--- src/sv/dbsp_pkg.sv ---
// ----------------------------------------------------------------------------
// dbsp_pkg
// Shared types and constants for the DIB byte stream to pixel converter.
// ----------------------------------------------------------------------------
package dbsp_pkg;

	// size limits for the image dimensions
	localparam logic [12:0] MAX_WIDTH = 13'd4096;
	localparam logic [12:0] MAX_ROWS  = 13'd4096;

	// configuration register indexes
	localparam logic [2:0] CFG_DEPTH_MODE     = 3'd0;
	localparam logic [2:0] CFG_IMAGE_WIDTH    = 3'd1;
	localparam logic [2:0] CFG_IMAGE_ROWS     = 3'd2;
	localparam logic [2:0] CFG_ROWS_TOP_DOWN  = 3'd3;
	localparam logic [2:0] CFG_SURFACE_WIDTH  = 3'd4;
	localparam logic [2:0] CFG_SURFACE_HEIGHT = 3'd5;

	// depth selector codes, anything else is 32 bpp
	localparam logic [1:0] DEPTH_16 = 2'd0;
	localparam logic [1:0] DEPTH_24 = 2'd1;
	localparam logic [1:0] DEPTH_32 = 2'd2;

	// queue between front and back, depth a power of two
	localparam int unsigned QUEUE_DEPTH = 4;
	localparam int unsigned QPTR_W      = $clog2(QUEUE_DEPTH);

	typedef struct packed {
		logic [1:0]  depth_mode;
		logic [12:0] image_width;
		logic [12:0] image_rows;
		logic        rows_top_down;
		logic [12:0] surface_width;
		logic [12:0] surface_height;
	} dbsp_cfg_t;

	typedef struct packed {
		logic [7:0] data_byte;
		logic       start_image;
	} dbsp_in_t;

	typedef struct packed {
		logic        pixel_valid;
		logic [23:0] pixel_rgb;
		logic [11:0] column;
		logic [11:0] surface_row;
		logic        row_end;
		logic        image_end;
	} dbsp_out_t;

	// classified result waiting for conversion
	typedef struct packed {
		logic        pixel_valid;
		logic        is_16bpp;
		logic [23:0] assembly;
		logic [11:0] column;
		logic [11:0] surface_row;
		logic        row_end;
		logic        image_end;
	} dbsp_ent_t;

endpackage

--- src/sv/dbsp_front.sv ---
// ----------------------------------------------------------------------------
// dbsp_front
// Byte counters, pixel assembly, row mapping and clipping; classifies each
// byte and pushes an entry for every byte that gives a result.
// ----------------------------------------------------------------------------
module dbsp_front (
	input  logic                clk,
	input  logic                arst_n,
	input  dbsp_pkg::dbsp_cfg_t cfg,
	input  logic                byte_valid,
	output logic                byte_ready,
	input  dbsp_pkg::dbsp_in_t  byte_data,
	output logic                push_valid,
	input  logic                push_ready,
	output dbsp_pkg::dbsp_ent_t push_data
);
	import dbsp_pkg::*;

	logic [1:0]  byte_phase_q;
	logic [23:0] assembly_q;
	logic [13:0] byte_in_row_q;
	logic [12:0] pixel_column_q;
	logic [12:0] source_row_q;

	logic        accept;
	logic [12:0] w;
	logic [12:0] rows;
	logic [12:0] rows_m1;
	logic [14:0] row_bytes;
	logic [14:0] rounded;
	logic [14:0] stride_m1;
	logic [1:0]  last_phase;
	logic [12:0] copy_px;
	logic [1:0]  phase_e;
	logic [23:0] asm_e;
	logic [13:0] bir_e;
	logic [12:0] col_e;
	logic [12:0] src_e;
	logic [23:0] asm_next;
	logic        in_row;
	logic        complete;
	logic        row_kept;
	logic [12:0] y;
	logic        pix_emit;
	logic        row_last;
	logic        img_last;

	// clamp sizes: zero counts as one, large values saturate
	always_comb begin
		if (cfg.image_width == 13'd0) begin
			w = 13'd1;
		end else if (cfg.image_width > MAX_WIDTH) begin
			w = MAX_WIDTH;
		end else begin
			w = cfg.image_width;
		end
		if (cfg.image_rows == 13'd0) begin
			rows = 13'd1;
		end else if (cfg.image_rows > MAX_ROWS) begin
			rows = MAX_ROWS;
		end else begin
			rows = cfg.image_rows;
		end
	end

	assign rows_m1 = rows - 13'd1;
	assign copy_px = (w < cfg.surface_width) ? w : cfg.surface_width;

	// bytes of pixel data per row and the padded stride
	always_comb begin
		case (cfg.depth_mode)
			DEPTH_16: begin
				row_bytes  = {1'b0, w, 1'b0};
				last_phase = 2'd1;
			end
			DEPTH_24: begin
				row_bytes  = {1'b0, w, 1'b0} + {2'b00, w};
				last_phase = 2'd2;
			end
			default: begin
				row_bytes  = {w, 2'b00};
				last_phase = 2'd3;
			end
		endcase
	end

	assign rounded   = (row_bytes + 15'd3) & 15'h7FFC;
	assign stride_m1 = rounded - 15'd1;

	// counters as seen by this byte, cleared on image start
	assign phase_e = byte_data.start_image ? 2'd0  : byte_phase_q;
	assign asm_e   = byte_data.start_image ? 24'd0 : assembly_q;
	assign bir_e   = byte_data.start_image ? 14'd0 : byte_in_row_q;
	assign col_e   = byte_data.start_image ? 13'd0 : pixel_column_q;
	assign src_e   = byte_data.start_image ? 13'd0 : source_row_q;

	// gather the byte into the pixel word
	always_comb begin
		case (phase_e)
			2'd0:    asm_next = {16'd0, byte_data.data_byte};
			2'd1:    asm_next = asm_e | {8'd0, byte_data.data_byte, 8'd0};
			2'd2:    asm_next = asm_e | {byte_data.data_byte, 16'd0};
			default: asm_next = asm_e;
		endcase
	end

	assign in_row   = {1'b0, bir_e} < row_bytes;
	assign complete = in_row && (phase_e >= last_phase);

	// surface row mapping and row clipping
	always_comb begin
		if (cfg.rows_top_down) begin
			y        = src_e;
			row_kept = src_e < cfg.surface_height;
		end else if (src_e <= rows_m1) begin
			y        = rows_m1 - src_e;
			row_kept = (rows_m1 - src_e) < cfg.surface_height;
		end else begin
			y        = 13'd0;
			row_kept = 1'b0;
		end
	end

	assign pix_emit = complete && row_kept && (col_e < copy_px);
	assign row_last = {1'b0, bir_e} >= stride_m1;
	assign img_last = row_last && (src_e >= rows_m1);

	assign byte_ready = push_ready;
	assign accept     = byte_valid && byte_ready;
	assign push_valid = accept && (pix_emit || img_last);

	// entry for the back end
	always_comb begin
		push_data.pixel_valid = pix_emit;
		push_data.is_16bpp    = cfg.depth_mode == DEPTH_16;
		push_data.assembly    = asm_next;
		push_data.column      = pix_emit ? col_e[11:0] : 12'd0;
		push_data.surface_row = pix_emit ? y[11:0] : 12'd0;
		push_data.row_end     = pix_emit && (col_e == copy_px - 13'd1);
		push_data.image_end   = img_last;
	end

	// counter update on each transfer
	always_ff @(posedge clk or negedge arst_n) begin
		if (!arst_n) begin
			byte_phase_q   <= 2'd0;
			assembly_q     <= 24'd0;
			byte_in_row_q  <= 14'd0;
			pixel_column_q <= 13'd0;
			source_row_q   <= 13'd0;
		end else if (accept) begin
			assembly_q <= in_row ? asm_next : asm_e;
			if (row_last) begin
				byte_phase_q   <= 2'd0;
				pixel_column_q <= 13'd0;
				byte_in_row_q  <= 14'd0;
				source_row_q   <= img_last ? 13'd0 : src_e + 13'd1;
			end else begin
				if (!in_row) begin
					byte_phase_q   <= phase_e;
					pixel_column_q <= col_e;
				end else if (complete) begin
					byte_phase_q   <= 2'd0;
					pixel_column_q <= col_e + 13'd1;
				end else begin
					byte_phase_q   <= phase_e + 2'd1;
					pixel_column_q <= col_e;
				end
				byte_in_row_q <= bir_e + 14'd1;
				source_row_q  <= src_e;
			end
		end
	end

endmodule

--- src/sv/dbsp_queue.sv ---
// ----------------------------------------------------------------------------
// dbsp_queue
// Short queue of classified entries between front and back.
// ----------------------------------------------------------------------------
module dbsp_queue (
	input  logic                clk,
	input  logic                arst_n,
	input  logic                push_valid,
	output logic                push_ready,
	input  dbsp_pkg::dbsp_ent_t push_data,
	output logic                pop_valid,
	input  logic                pop,
	output dbsp_pkg::dbsp_ent_t pop_data
);
	import dbsp_pkg::*;

	localparam logic [QPTR_W:0] FULL = QPTR_W'(QUEUE_DEPTH - 1) + (QPTR_W + 1)'(1);

	dbsp_ent_t         entries_q [QUEUE_DEPTH];
	logic [QPTR_W-1:0] wr_ptr_q;
	logic [QPTR_W-1:0] rd_ptr_q;
	logic [QPTR_W:0]   count_q;
	logic              do_push;
	logic              do_pop;

	assign push_ready = count_q != FULL;
	assign pop_valid  = count_q != '0;
	assign pop_data   = entries_q[rd_ptr_q];
	assign do_push    = push_valid && push_ready;
	assign do_pop     = pop && pop_valid;

	// entry storage
	always_ff @(posedge clk) begin
		if (do_push) begin
			entries_q[wr_ptr_q] <= push_data;
		end
	end

	// pointers and fill count
	always_ff @(posedge clk or negedge arst_n) begin
		if (!arst_n) begin
			wr_ptr_q <= '0;
			rd_ptr_q <= '0;
			count_q  <= '0;
		end else begin
			if (do_push) begin
				wr_ptr_q <= wr_ptr_q + QPTR_W'(1);
			end
			if (do_pop) begin
				rd_ptr_q <= rd_ptr_q + QPTR_W'(1);
			end
			if (do_push && !do_pop) begin
				count_q <= count_q + (QPTR_W + 1)'(1);
			end else if (do_pop && !do_push) begin
				count_q <= count_q - (QPTR_W + 1)'(1);
			end
		end
	end

	// front never pushes into a full queue
	a_no_overflow: assert property (@(posedge clk) disable iff (!arst_n)
		push_valid |-> count_q != FULL)
		else $error("push into full queue");

	// back never pops an empty queue
	a_no_underflow: assert property (@(posedge clk) disable iff (!arst_n)
		pop |-> count_q != '0)
		else $error("pop from empty queue");

	// fill count follows push without pop
	a_count_up: assert property (@(posedge clk) disable iff (!arst_n)
		(do_push && !do_pop) |=> count_q == $past(count_q) + (QPTR_W + 1)'(1))
		else $error("fill count lost a push");

	// pointers stay the count apart
	a_ptr_gap: assert property (@(posedge clk) disable iff (!arst_n)
		count_q[QPTR_W-1:0] == QPTR_W'(wr_ptr_q - rd_ptr_q))
		else $error("queue pointers out of step with count");

endmodule

--- src/sv/dbsp_back.sv ---
// ----------------------------------------------------------------------------
// dbsp_back
// Converts queued entries to RGB888 and holds them in the output register.
// ----------------------------------------------------------------------------
module dbsp_back (
	input  logic                clk,
	input  logic                arst_n,
	input  logic                pop_valid,
	output logic                pop,
	input  dbsp_pkg::dbsp_ent_t pop_data,
	output logic                pix_valid,
	input  logic                pix_ready,
	output dbsp_pkg::dbsp_out_t pix_data
);
	import dbsp_pkg::*;

	logic      out_valid_q;
	dbsp_out_t out_data_q;
	logic      load;
	logic [23:0] rgb16;
	logic [23:0] rgb;

	// 5-bit channel to 8 bits, high bits repeated below
	function automatic logic [7:0] expand5(input logic [4:0] c);
		expand5 = {c, c[4:2]};
	endfunction

	// pixel conversion
	assign rgb16 = {expand5(pop_data.assembly[14:10]), expand5(pop_data.assembly[9:5]),
		expand5(pop_data.assembly[4:0])};

	always_comb begin
		if (!pop_data.pixel_valid) begin
			rgb = 24'd0;
		end else if (pop_data.is_16bpp) begin
			rgb = rgb16;
		end else begin
			rgb = pop_data.assembly;
		end
	end

	// refill the output register when it is empty or being taken
	assign load = pop_valid && (!out_valid_q || pix_ready);
	assign pop  = load;

	always_ff @(posedge clk or negedge arst_n) begin
		if (!arst_n) begin
			out_valid_q <= 1'b0;
		end else if (load) begin
			out_valid_q <= 1'b1;
		end else if (pix_ready) begin
			out_valid_q <= 1'b0;
		end
	end

	always_ff @(posedge clk) begin
		if (load) begin
			out_data_q.pixel_valid <= pop_data.pixel_valid;
			out_data_q.pixel_rgb   <= rgb;
			out_data_q.column      <= pop_data.column;
			out_data_q.surface_row <= pop_data.surface_row;
			out_data_q.row_end     <= pop_data.row_end;
			out_data_q.image_end   <= pop_data.image_end;
		end
	end

	assign pix_valid = out_valid_q;
	assign pix_data  = out_data_q;

endmodule

--- src/sv/dib_byte_stream_to_pixels.sv ---
// ----------------------------------------------------------------------------
// dib_byte_stream_to_pixels
// DIB pixel buffer, one byte per transfer, to RGB888 pixels with coordinates.
// ----------------------------------------------------------------------------
// Usage:
//   byte channel (byte_valid/byte_ready/byte_data) takes the buffer bytes in
//   order; start_image on a byte restarts all counters. pix channel
//   (pix_valid/pix_ready/pix_data) gives one transfer per kept pixel and one
//   on the image's last byte (image_end set, pixel_valid 0 if no pixel).
//   Configuration is written through cfg_we/cfg_index/cfg_wdata while no
//   image byte is in flight; indexes beyond the register list are ignored.
// Timing:
//   one byte per cycle sustained while the queue has room. The front classifies
//   a byte in its transfer cycle and writes the queue at the transfer edge;
//   the output register loads from the queue when empty or being taken.
//   A four-entry queue sits between front and output register; byte_ready
//   drops only when that queue is full, so a stalled receiver backs up into
//   the queue and then halts the byte channel. Bytes that give no result
//   never occupy the queue.
// Reset:
//   arst_n clears counters and queue and loads register defaults
//   (32 bpp, 1x1 image, bottom-up, 1x1 surface).
// ----------------------------------------------------------------------------
module dib_byte_stream_to_pixels (
	input  logic                clk,
	input  logic                arst_n,
	input  logic                byte_valid,
	output logic                byte_ready,
	input  dbsp_pkg::dbsp_in_t  byte_data,
	output logic                pix_valid,
	input  logic                pix_ready,
	output dbsp_pkg::dbsp_out_t pix_data,
	input  logic                cfg_we,
	input  logic [2:0]          cfg_index,
	input  logic [12:0]         cfg_wdata
);
	import dbsp_pkg::*;

	dbsp_cfg_t cfg_q;
	logic      push_valid;
	logic      push_ready;
	dbsp_ent_t push_data;
	logic      pop_valid;
	logic      pop;
	dbsp_ent_t pop_data;

	// configuration registers
	always_ff @(posedge clk or negedge arst_n) begin
		if (!arst_n) begin
			cfg_q.depth_mode     <= DEPTH_32;
			cfg_q.image_width    <= 13'd1;
			cfg_q.image_rows     <= 13'd1;
			cfg_q.rows_top_down  <= 1'b0;
			cfg_q.surface_width  <= 13'd1;
			cfg_q.surface_height <= 13'd1;
		end else if (cfg_we) begin
			case (cfg_index)
				CFG_DEPTH_MODE:     cfg_q.depth_mode     <= cfg_wdata[1:0];
				CFG_IMAGE_WIDTH:    cfg_q.image_width    <= cfg_wdata;
				CFG_IMAGE_ROWS:     cfg_q.image_rows     <= cfg_wdata;
				CFG_ROWS_TOP_DOWN:  cfg_q.rows_top_down  <= cfg_wdata[0];
				CFG_SURFACE_WIDTH:  cfg_q.surface_width  <= cfg_wdata;
				CFG_SURFACE_HEIGHT: cfg_q.surface_height <= cfg_wdata;
				default: ;
			endcase
		end
	end

	// byte classification
	dbsp_front u_front (
		.clk        (clk),
		.arst_n     (arst_n),
		.cfg        (cfg_q),
		.byte_valid (byte_valid),
		.byte_ready (byte_ready),
		.byte_data  (byte_data),
		.push_valid (push_valid),
		.push_ready (push_ready),
		.push_data  (push_data)
	);

	// decoupling queue
	dbsp_queue u_queue (
		.clk        (clk),
		.arst_n     (arst_n),
		.push_valid (push_valid),
		.push_ready (push_ready),
		.push_data  (push_data),
		.pop_valid  (pop_valid),
		.pop        (pop),
		.pop_data   (pop_data)
	);

	// conversion and output register
	dbsp_back u_back (
		.clk       (clk),
		.arst_n    (arst_n),
		.pop_valid (pop_valid),
		.pop       (pop),
		.pop_data  (pop_data),
		.pix_valid (pix_valid),
		.pix_ready (pix_ready),
		.pix_data  (pix_data)
	);

endmodule

--- config.mk ---
export PLATFORM = sky130hd
export DESIGN_NAME = dib_byte_stream_to_pixels
export DESIGN_NICKNAME = d
export VERILOG_FILES = /design/src/sv/dbsp_pkg.sv /design/src/sv/dbsp_front.sv /design/src/sv/dbsp_queue.sv /design/src/sv/dbsp_back.sv /design/src/sv/dib_byte_stream_to_pixels.sv
export SDC_FILE = /design/constraint.sdc
export NUM_CORES = 1
export LEC_CHECK = 0
export BUFFER_PORTS_ARGS = -buffer_cell sky130_fd_sc_hd__buf_2
export CAP_MARGIN = 30
export CORE_MARGIN = 8
export CORE_UTILIZATION = 50
export CTS_CLUSTER_SIZE = 16
export DETAILED_ROUTE_END_ITERATION = 10
export HOLD_SLACK_MARGIN = 0.06
export PLACE_DENSITY = 0.79
export SETUP_SLACK_MARGIN = 0.02
export SLEW_MARGIN = 40
export SYNTH_ARGS = -nofsm -noshare
export SYNTH_HDL_FRONTEND = slang
export SYNTH_SLANG_ARGS = --single-unit
--- constraint.sdc ---
create_clock -name clk -period 17.9 [get_ports clk]
set_input_delay 3.58 -clock clk [delete_from_list [all_inputs] [get_ports clk]]
set_output_delay 3.58 -clock clk [all_outputs]
set_load 0.1 [all_outputs]
# [Yosys cells after proc, flatten, opt, wreduce, memory -nomap -nowiden]
# Memory sizes are Yosys's and may differ from the RTL's.
# Cells that the tools add are included.
[classes] add_sub_neg=14 bitwise=2 muxes=36 mul=0 n_lt_le_gt_ge=11 eq_ne=10 shift=0 div_mod_pow=0 n_reduce_logical=31
[ops] op="$mux 13" n=12
[ops] op="$mux 24" n=3
[ops] op="$pmux 24 s3" n=1
[ops] op="$lt 13x13->1" n=4
[ops] op="$mux 12" n=4
[ops] op="$pmux 15 s2" n=1
[ops] op="$mux 14" n=2
[ops] op="$add 13x1->13 const B" n=2
[ops] op="$gt 13x13->1 const B" n=2
[ops] op="$logic_not 13->1" n=2
[ops] op="$sub 13x1->13 const B" n=2
[ops] op="$or 24x16->24" n=1
[ops] op="$or 24x24->24" n=1
[ops] op="$add 14x13->15" n=1
[ops] op="$add 15x2->15 const B" n=1
[ops] op="$ge 14x15->1" n=1
[ops] op="$lt 14x15->1" n=1
[ops] op="$sub 15x1->15 const B" n=1
[ops] op="$add 14x1->14 const B" n=1
[ops] op="$eq 13x13->1" n=1
[ops] op="$ge 13x13->1" n=1
[ops] op="$le 13x13->1" n=1
[ops] op="$sub 13x13->13" n=1
[ops] op="$logic_and 1x1->1" n=12
[ops] op="21 further kinds" n=45
[word_totals] ramBits=208 romBits=0 elab_cells=126 latchBits=0 regBits=180 mem_count=1 out_inout_bits=53
[mem_list] name="u_queue.entries_q" words=4 word_bits=52 read_ports=1 rd_ports_with_merged_regs=0 write_ports=1 line="dbsp_queue.sv:19" text="dbsp_ent_t entries_q [QUEUE_DEPTH];"

# [Depth between registers and ports, before layout]
# Gate-level depths: netlist (run 1).
[depth] word_depth=17 ltp_mapped=33 ltp_nobuf=31

# [Hierarchy]
# From an unflattened synthesis (run 1), not the netlist that was laid out.
[unflattened] cells_unflattened=1714 hier_area_um2=21075.2
[modules_own_cells] module="dbsp_front" area_each_um2=8947.3 n_inst=1 seq_area_each_um2=1651.6 cells_each=1169
[modules_own_cells] module="dbsp_queue" area_each_um2=7980.2 n_inst=1 seq_area_each_um2=6421.2 cells_each=307
[modules_own_cells] module="dib_byte_stream_to_pixels" area_each_um2=2118.3 n_inst=1 seq_area_each_um2=1382.6 cells_each=120
[modules_own_cells] module="dbsp_back" area_each_um2=2029.4 n_inst=1 seq_area_each_um2=1556.5 cells_each=118

# [Worst setup path after synthesis (run 1)]
# Ideal clock, no wire load.
[synth_path] kind="input port to flip-flop" startpoint="input port byte_data[0] (netlist name)" endpoint="memory u_queue.entries_q[0][0] (netlist name) (enable)" setup_slack_ns=8.778 arrival_time_ns=8.707 required_ns=17.485 n_path_buf=3 stages=23 path_cell_list="clkbuf_1 > clkinv_1 > clkbuf_1 > buf_1 > nand2_1 > inv_1 > fa_1 > nor2b_1 > o21ai_0 > a21oi_1 > o21ai_0 > a21oi_1 > a221oi_1 > xnor2_1 > ha_1 > nand2_1 > nor2_1 > a21oi_1 > o2111ai_1 > nor4_1 > nand4_1 > a21oi_1 > and2_1"
[synth_via] elab_chain_len=12 word_cells_on_any_way=24 classes_between="add/sub (1); order compare (8); mux (8); reduce/logical (7)"
[synth_rtl] item="start, declared" line="dib_byte_stream_to_pixels.sv:29" text="input dbsp_pkg::dbsp_in_t byte_data,"
[synth_rtl] item="$mux 13" line="dbsp_front.sv:95" text="assign src_e = byte_data.start_image ? 13'd0 : source_row_q;"
[synth_rtl] item="$sub 13x13->13"
[synth_rtl] item="$lt 13x13->1" line="dbsp_front.sv:117" text="row_kept = (rows_m1 - src_e) < cfg.surface_height;"
[synth_rtl] item="$mux 1" line="dbsp_front.sv:115" text="end else if (src_e <= rows_m1) begin"
[synth_rtl] item="$mux 1" line="dbsp_front.sv:112" text="if (cfg.rows_top_down) begin"
[synth_rtl] item="$logic_and 1x1->1 (2 in a row)" line="dbsp_front.sv:124" text="assign pix_emit = complete && row_kept && (col_e < copy_px);"
[synth_rtl] item="$logic_or 1x1->1 (*)" line="dbsp_front.sv:130" text="assign push_valid = accept && (pix_emit || img_last);"
[synth_rtl] item="$logic_and 1x1->1 (*)" line="dbsp_front.sv:130"
[synth_rtl] item="$logic_and 1x1->1 (*)" line="dbsp_queue.sv:29" text="assign do_push = push_valid && push_ready;"
[synth_rtl] item="via u_queue.do_push" line="dbsp_queue.sv:23" text="logic do_push;"
[synth_rtl] item="$mux 1 (*)" line="dbsp_queue.sv:34" text="if (do_push) begin"
[synth_rtl] item="$mux 1 (not written as such) (*)" line="dbsp_queue.sv:35" text="entries_q[wr_ptr_q] <= push_data;"
[synth_rtl] item="end, declared" line="dbsp_queue.sv:19"
# Mark *: on every way through the listed nets, which the timed path passes. The rest lies on a longest branch.

# [Final worst setup path (run 1)]
[layout_path] startpoint="input port byte_data[0] (netlist name)" endpoint="memory u_queue.entries_q[2][43] (netlist name) (enable)"
# Same word-level chain as after synthesis.

==> flow_summary.ini, run 1 <==
[clock_network]
cts_tree = done
htree_levels = 2
clkTransAtPathRegs_ns = 0.06
cts_setup_buffers = 0
cts.path.max_buffers = 3
postCtsHoldBufs = 0
cts_resized = 0
clk_latency_ns = 0.56
clkSinkCount = 388
root_buffer = clkbuf_16
numCtsBuffers = 39

[yosys]
synth_compound_area_share_pct = 13.35
synth_cells = 1822
syn-num-nets = 1969
synth_top_cell_by_area = edfxtp_1
netlist.area_leader.share_pct = 36.95
syn_avg_cell_area_um2 = 11.55
synthTopCellsByArea = edfxtp_1, dfrtp_1, ha_1
muxShareOfSynthArea_pct = 8.810
synth_xor_area_share_pct = 2.354
ys_top_cells_by_count = edfxtp_1, nand2_1, a21oi_1
yosysMostFrequentCell = edfxtp_1
ys_warn_count = 0
ys_seq_area_share_pct = 52.32
synthAdderAreaFrac_pct = 7.027
yosys.area_share.simple_pct = 12.95
ys.flop_type = edfxtp_1
synth.distinct_cells = 90
synth_seq_cells = 388
async_reset_ff_share_pct = 33.25
syn_area_mm2 = 0.02105
synth_top_family_by_area = compound AO/OA/AOI/OAI gates
synth_edf_count = 259

[sta]
fin_setup_tns_ns = 0
fin_crit_sh_pct = 51.33
slew-limit-headroom_pct = 43.12
hold_viol = 0
worstMarginPinSlew_ns = 0.8514
rsz0062_at_grt = no
setup_violations = 0
slew_violations = 0
period_minus_slack_ns = 9.187
hold_ws_ns = 0.4980
fmax_mhz = 108.8
skew_ns = 0.01137

[grt]
antenna_found_initial = 0
track_usage_pct = 20.42
grt_overflow = 0
grt_pass1_wl_um = 81770
grt_max_degree = 68
grt_pass1_vias = 14973

[finish]
multi_input_area_mm2 = 0.009444
diodes = 0
regArea_mm2 = 0.01102
fin_nets = 2032
fin_cells = 2455
area_growth_pct = 11.13
fillCellCount = 3341
layout-drive-gt1-share_pct = 15.81

[critical_path]
cp.arrival_ns = 9.40
end_kind = flip-flop
path_max_fanout = 45
worstPathRequired_ns = 18.12
start_kind = input port
crit_type = in2reg
rrSetupSlack_ns = 9.87
ff2ff_path_depth = 24

[placed_design]
port_buffers = 82
hpwlAfterDp_um = 35300
place_congestion = 0.9329
placedCellCount = 2382

[floorplan]
die_y_um = 221.2
initial_core_util_pct = 50.40
dieWidth_um = 221.2
num_rows = 75
die_area_mm2 = 0.04891
coreArea_mm2 = 0.04176
io_pins = 83

[route]
drt-initial-drc-count = 1448
vias = 15109
route.detailed.drc = 0
dr.pass1.iters = 8
vias_per_cell = 6.154
wl_per_cell_um = 20.70
totalWireLength_um = 50810
drtAntennaViolNets = 0

[power_and_ir_drop]
p_int_uw = 2216
seqPwrFrac_pct = 33.8
net-switching-power_uw = 1653
p_sw_share_pct = 42.73
clock_power_share_pct = 22.1
share_comb_of_total_power_pct = 44.1
leakagePower_uw = 0.009366
vdd_ir_drop_max_mv = 0.1433
power.density_mw_per_mm2 = 165.4

[min_path]
hold_path_depth = 1
hp-class = reg2reg

[run]
drv_cap = 0

[status]
status = completed
## stage by stage
step                      cell area (um^2)  utilization, %  setup WS [ns]  total power, uW
final                                23390           56.01          8.713             3870
after global placement               22010           52.71          8.323             2957
after floorplan                      21050               -          8.778             2629
after detailed placement             22030           52.75          8.251             3011
after CTS                            23360           55.95          8.835             3876
after global routing                 23390           56.01          8.262             4071
## path summary, 6_finish.rpt
kind                                              from                  endpoint
worst min-delay path            u_front.assembly_q[18]    u_front.assembly_q[18]
worst min register to register  u_front.assembly_q[18]    u_front.assembly_q[18]
max in group asynchronous                       arst_n                 cfg_q[39]
worst max-delay path                      byte_data[0]  u_queue.entries_q[2][43]
worst max register to register               cfg_q[52]  u_queue.entries_q[2][43]
min in group asynchronous                       arst_n  u_front.byte_in_row_q[8]
## final cells by class
type | instances | share of cell area, %
flip-flops and latches | 388 | 47.10
multi-input cells | 1261 | 40.38
clock buffers | 47 | 4.392
well taps | 539 | 2.883
repair buffers | 103 | 2.461
inverters | 92 | 1.476
clock inverters | 25 | 1.311
## power groups by stage
stage	sequential [uW]	combinational [uW]	clock (uW)
after floorplan	1670	957	0
after global placement	1310	1640	0
after detailed placement	1320	1690	0
after CTS	1310	1700	869
after global routing	1330	1840	904
final	1310	1710	855
## sequential cells by signal (all words and copies together) (netlist names)
signal / count
u_back.pix_data: 51
u_queue.count_q: 3
u_queue.wr_ptr_q: 2
u_queue.rd_ptr_q: 2
u_queue.entries_q: 208
u_front.pixel_column_q: 13
u_front.source_row_q: 13
cfg_q: 55
u_front.byte_phase_q: 2
u_front.assembly_q: 24
u_back.pix_valid: 1
u_front.byte_in_row_q: 14
## critical path, stage by stage
cell	delay, ns
buf_2	0.07
buf_4	0.42
clkinv_1	0.12
buf_4	0.28
nand2_1	0.14
inv_1	0.10
fa_1	0.44
nor2b_1	0.12
o21ai_0	0.10
a21oi_1	0.23
o21ai_0	0.15
a21oi_1	0.31
a221oi_1	0.17
xnor2_1	0.16
ha_1	0.30
nand2_1	0.07
nor2_1	0.04
a21oi_1	0.14
o2111ai_1	0.13
nor4_1	0.20
nand4_1	0.13
buf_4	0.25
a21oi_1	0.47
and2_2	0.77
buf_4	0.46
## routing by layer
layer | vias up | part of all wire [%] | global-route usage (%)
met5 | - | 0 | 0
met4 | 0 | 2.4 | 6.629
met2 | 509 | 48 | 33.61
met1 | 7554 | 43 | 27.60
li1 | 6962 | - | -
met3 | 84 | 5.7 | 3.108
## cell families after synthesis
| logic type | Yosys count |
|---|---|
| AO/OA/AOI/OAI | 429 |
| XOR/XNOR | 55 |
| adder cells (fa/ha/maj) | 117 |
| buffers and inverters | 173 |
| flip-flops | 388 |
| multiplexers | 117 |
| AND/OR/NAND/NOR | 543 |
## placed cells by master, fill, tap and decap left out, types with 40 or more instances in the layout
| master | instances |
|---|---|
| buf_2 | 81 |
| dfrtp_1 | 122 |
| mux2_2 | 46 |
| nor2b_1 | 56 |
| nor3_1 | 42 |
| ha_1 | 115 |
| clkbuf_16 | 40 |
| nand2_1 | 163 |
| edfxtp_1 | 259 |
| a21oi_1 | 137 |
| a22o_1 | 43 |
| o21ai_0 | 74 |
| mux4_2 | 50 |
| nor2_1 | 119 |
| inv_1 | 90 |
(Power assumes the default switching activity.)
==> run 2, diff against run 1 <==
- clock period: 17.9 -> 9.6 ns (I/O delays scaled with it)
==> run 2 against run 1 <==
Compared with the run above: power increased by 84%; flip-flop and latch count unchanged; clock skew grew 0.0038 ns; via count barely moved; global-route usage is 0.053 points higher; hold slack worse by 0.0031 ns.
==> flow_summary.ini, run 2 (synthesis gave the netlist of run 1 again) <==
[critical_path]
rrSetupSlack_ns = 1.83
ff2ff_path_depth = 23
crit_path_start = cfg_q[52]
start_kind = flip-flop
worstReg2RegStart = cfg_q[52]
cp-endpoint = u_queue.entries_q[1][35]
end_kind = flip-flop
crit_type = reg2reg
worstPathRequired_ns = 9.81
path_max_fanout = 29
cp.arrival_ns = 7.98
reg2reg_to = u_queue.entries_q[1][35]

[power_and_ir_drop]
seqPwrFrac_pct = 34.4
p_sw_share_pct = 43.14
p_int_uw = 4055
net-switching-power_uw = 3077
leakagePower_uw = 0.009343
power.density_mw_per_mm2 = 305.9
clock_power_share_pct = 21.1
share_comb_of_total_power_pct = 44.5
vdd_ir_drop_max_mv = 0.2159

[grt]
grt_overflow = 0
track_usage_pct = 20.48
grt_pass1_wl_um = 82040
grt_max_degree = 71
grt_pass1_vias = 14972
antenna_found_initial = 0

[floorplan]
coreArea_mm2 = 0.04176
initial_core_util_pct = 50.40
dieWidth_um = 221.2
num_rows = 75
die_area_mm2 = 0.04891
die_y_um = 221.2
io_pins = 83

[finish]
fin_nets = 2032
most-common-layout-cells = edfxtp_1, nand2_1, a21oi_1, dfrtp_1, nor2_1
final_common_cell = edfxtp_1
fillCellCount = 3363
layout-drive-gt1-share_pct = 15.81
final_core_util_pct = 55.83
diodes = 0
regMostFlops = u_queue.entries_q
area_growth_pct = 10.77
largest_reg_flops = 208

[sta]
hold_viol = 0
slew_violations = 0
worstMarginPinSlew_ns = 0.8371
skew_ns = 0.01519
setup_violations = 0
slew-limit-headroom_pct = 44.19
fin_crit_sh_pct = 80.93
fmax_mhz = 128.7
fin_setup_tns_ns = 0
period_minus_slack_ns = 7.769
rsz0062_at_grt = no

[route]
m1WireLength_um = 22420
route.detailed.drc = 0
wl_met3_um = 3313
wl_per_cell_um = 20.96
vias_per_cell = 6.159
drtAntennaViolNets = 0
totalWireLength_um = 51460
drt-initial-drc-count = 1515
dr_wl_met2_um = 24670
vias = 15120
routed.top_layer = met4
dr.pass1.iters = 6

[clock_network]
clkSinkCount = 388
htree_levels = 2
clkTransAtPathRegs_ns = 0.07
postCtsHoldBufs = 0
cts_resized = 0
cts_setup_buffers = 0
clk_latency_ns = 0.56
cts.path.max_buffers = 3
root_buffer = clkbuf_16
numCtsBuffers = 39
cts_tree = done

[placed_design]
hpwlAfterDp_um = 35400
place_congestion = 0.9542
port_buffers = 82

[min_path]
hp-class = reg2reg
hold_path_depth = 1

[status]
status = completed

[run]
drv_cap = 0
run 2: per-stage QoR:
stage                     worst slack (ns)  power, uW  std cells  hold slack (ns)  area, um^2
after floorplan                      2.138       4903       1822           0.4635       21050
after global placement               1.770       5508       2383           0.4797       22020
after detailed placement             1.405       5604       2383           0.4800       22040
after CTS                            1.344       7138       2455           0.4928       23310
after global routing                 1.041       7488       2455           0.5255       23310
final                                1.831       7131       2455           0.4949       23310
run 2: how the worst min path moves through the flow:
| stage | from | end | slack (ns) |
|---|---|---|---|
| after CTS | u_queue.count_q[2] | u_queue.count_q[2] | 0.49 |
| after global routing | u_front.assembly_q[3] | u_front.assembly_q[3] | 0.53 |
| final | u_queue.count_q[2] | u_queue.count_q[2] | 0.49 |
| after floorplan | u_front.byte_in_row_q[0] | u_front.byte_in_row_q[0] | 0.46 |
| after global placement | u_queue.count_q[2] | u_queue.count_q[2] | 0.48 |
| after detailed placement | u_queue.count_q[2] | u_queue.count_q[2] | 0.48 |
run 2: power by group through the flow:
| stage | Combinational (uW) | Clock, uW | Sequential, uW |
|---|---|---|---|
| finish | 3180 | 1500 | 2450 |
| global route | 3410 | 1590 | 2490 |
| CTS | 3160 | 1530 | 2450 |
| detailed placement | 3130 | 0 | 2480 |
| global placement | 3050 | 0 | 2460 |
| floorplan | 1780 | 0 | 3120 |
run 2: layout make-up:
cell class	instances	area [um^2]	area share, %
well taps	539	674.4	2.893
clock buffers	52	1086	4.659
flip-flops and latches	388	11020	47.26
inverters	92	345.3	1.481
multi-input cells	1261	9435	40.47
clock inverters	20	175.2	0.7514
repair buffers	103	578.1	2.480
run 2: per-layer routing:
| layer | global-route usage, % | vias to the layer above |
|---|---|---|
| met4 | 5.553 | 0 |
| met3 | 3.531 | 76 |
| met5 | 0 | - |
| met2 | 33.93 | 537 |
| li1 | - | 6959 |
| met1 | 27.65 | 7548 |
run 2: worst max-delay path, stage by stage (launching register included):
cell	delay, ns
dfrtp_2	0.59
nor2b_1	0.70
ha_1	0.48
nand2_1	0.09
a2111oi_0	0.61
a311oi_1	0.19
xor2_1	0.22
o21ai_0	0.24
a2111oi_1	0.60
and2_1	0.23
nand3_1	0.10
xnor2_1	0.16
ha_1	0.22
nor4_1	0.07
o2111ai_1	0.07
o21bai_1	0.13
o211ai_1	0.15
or3_1	0.33
nor3_1	0.15
a211o_1	0.19
nand3_1	0.16
a21oi_1	0.51
and2_2	0.74
buf_4	0.47
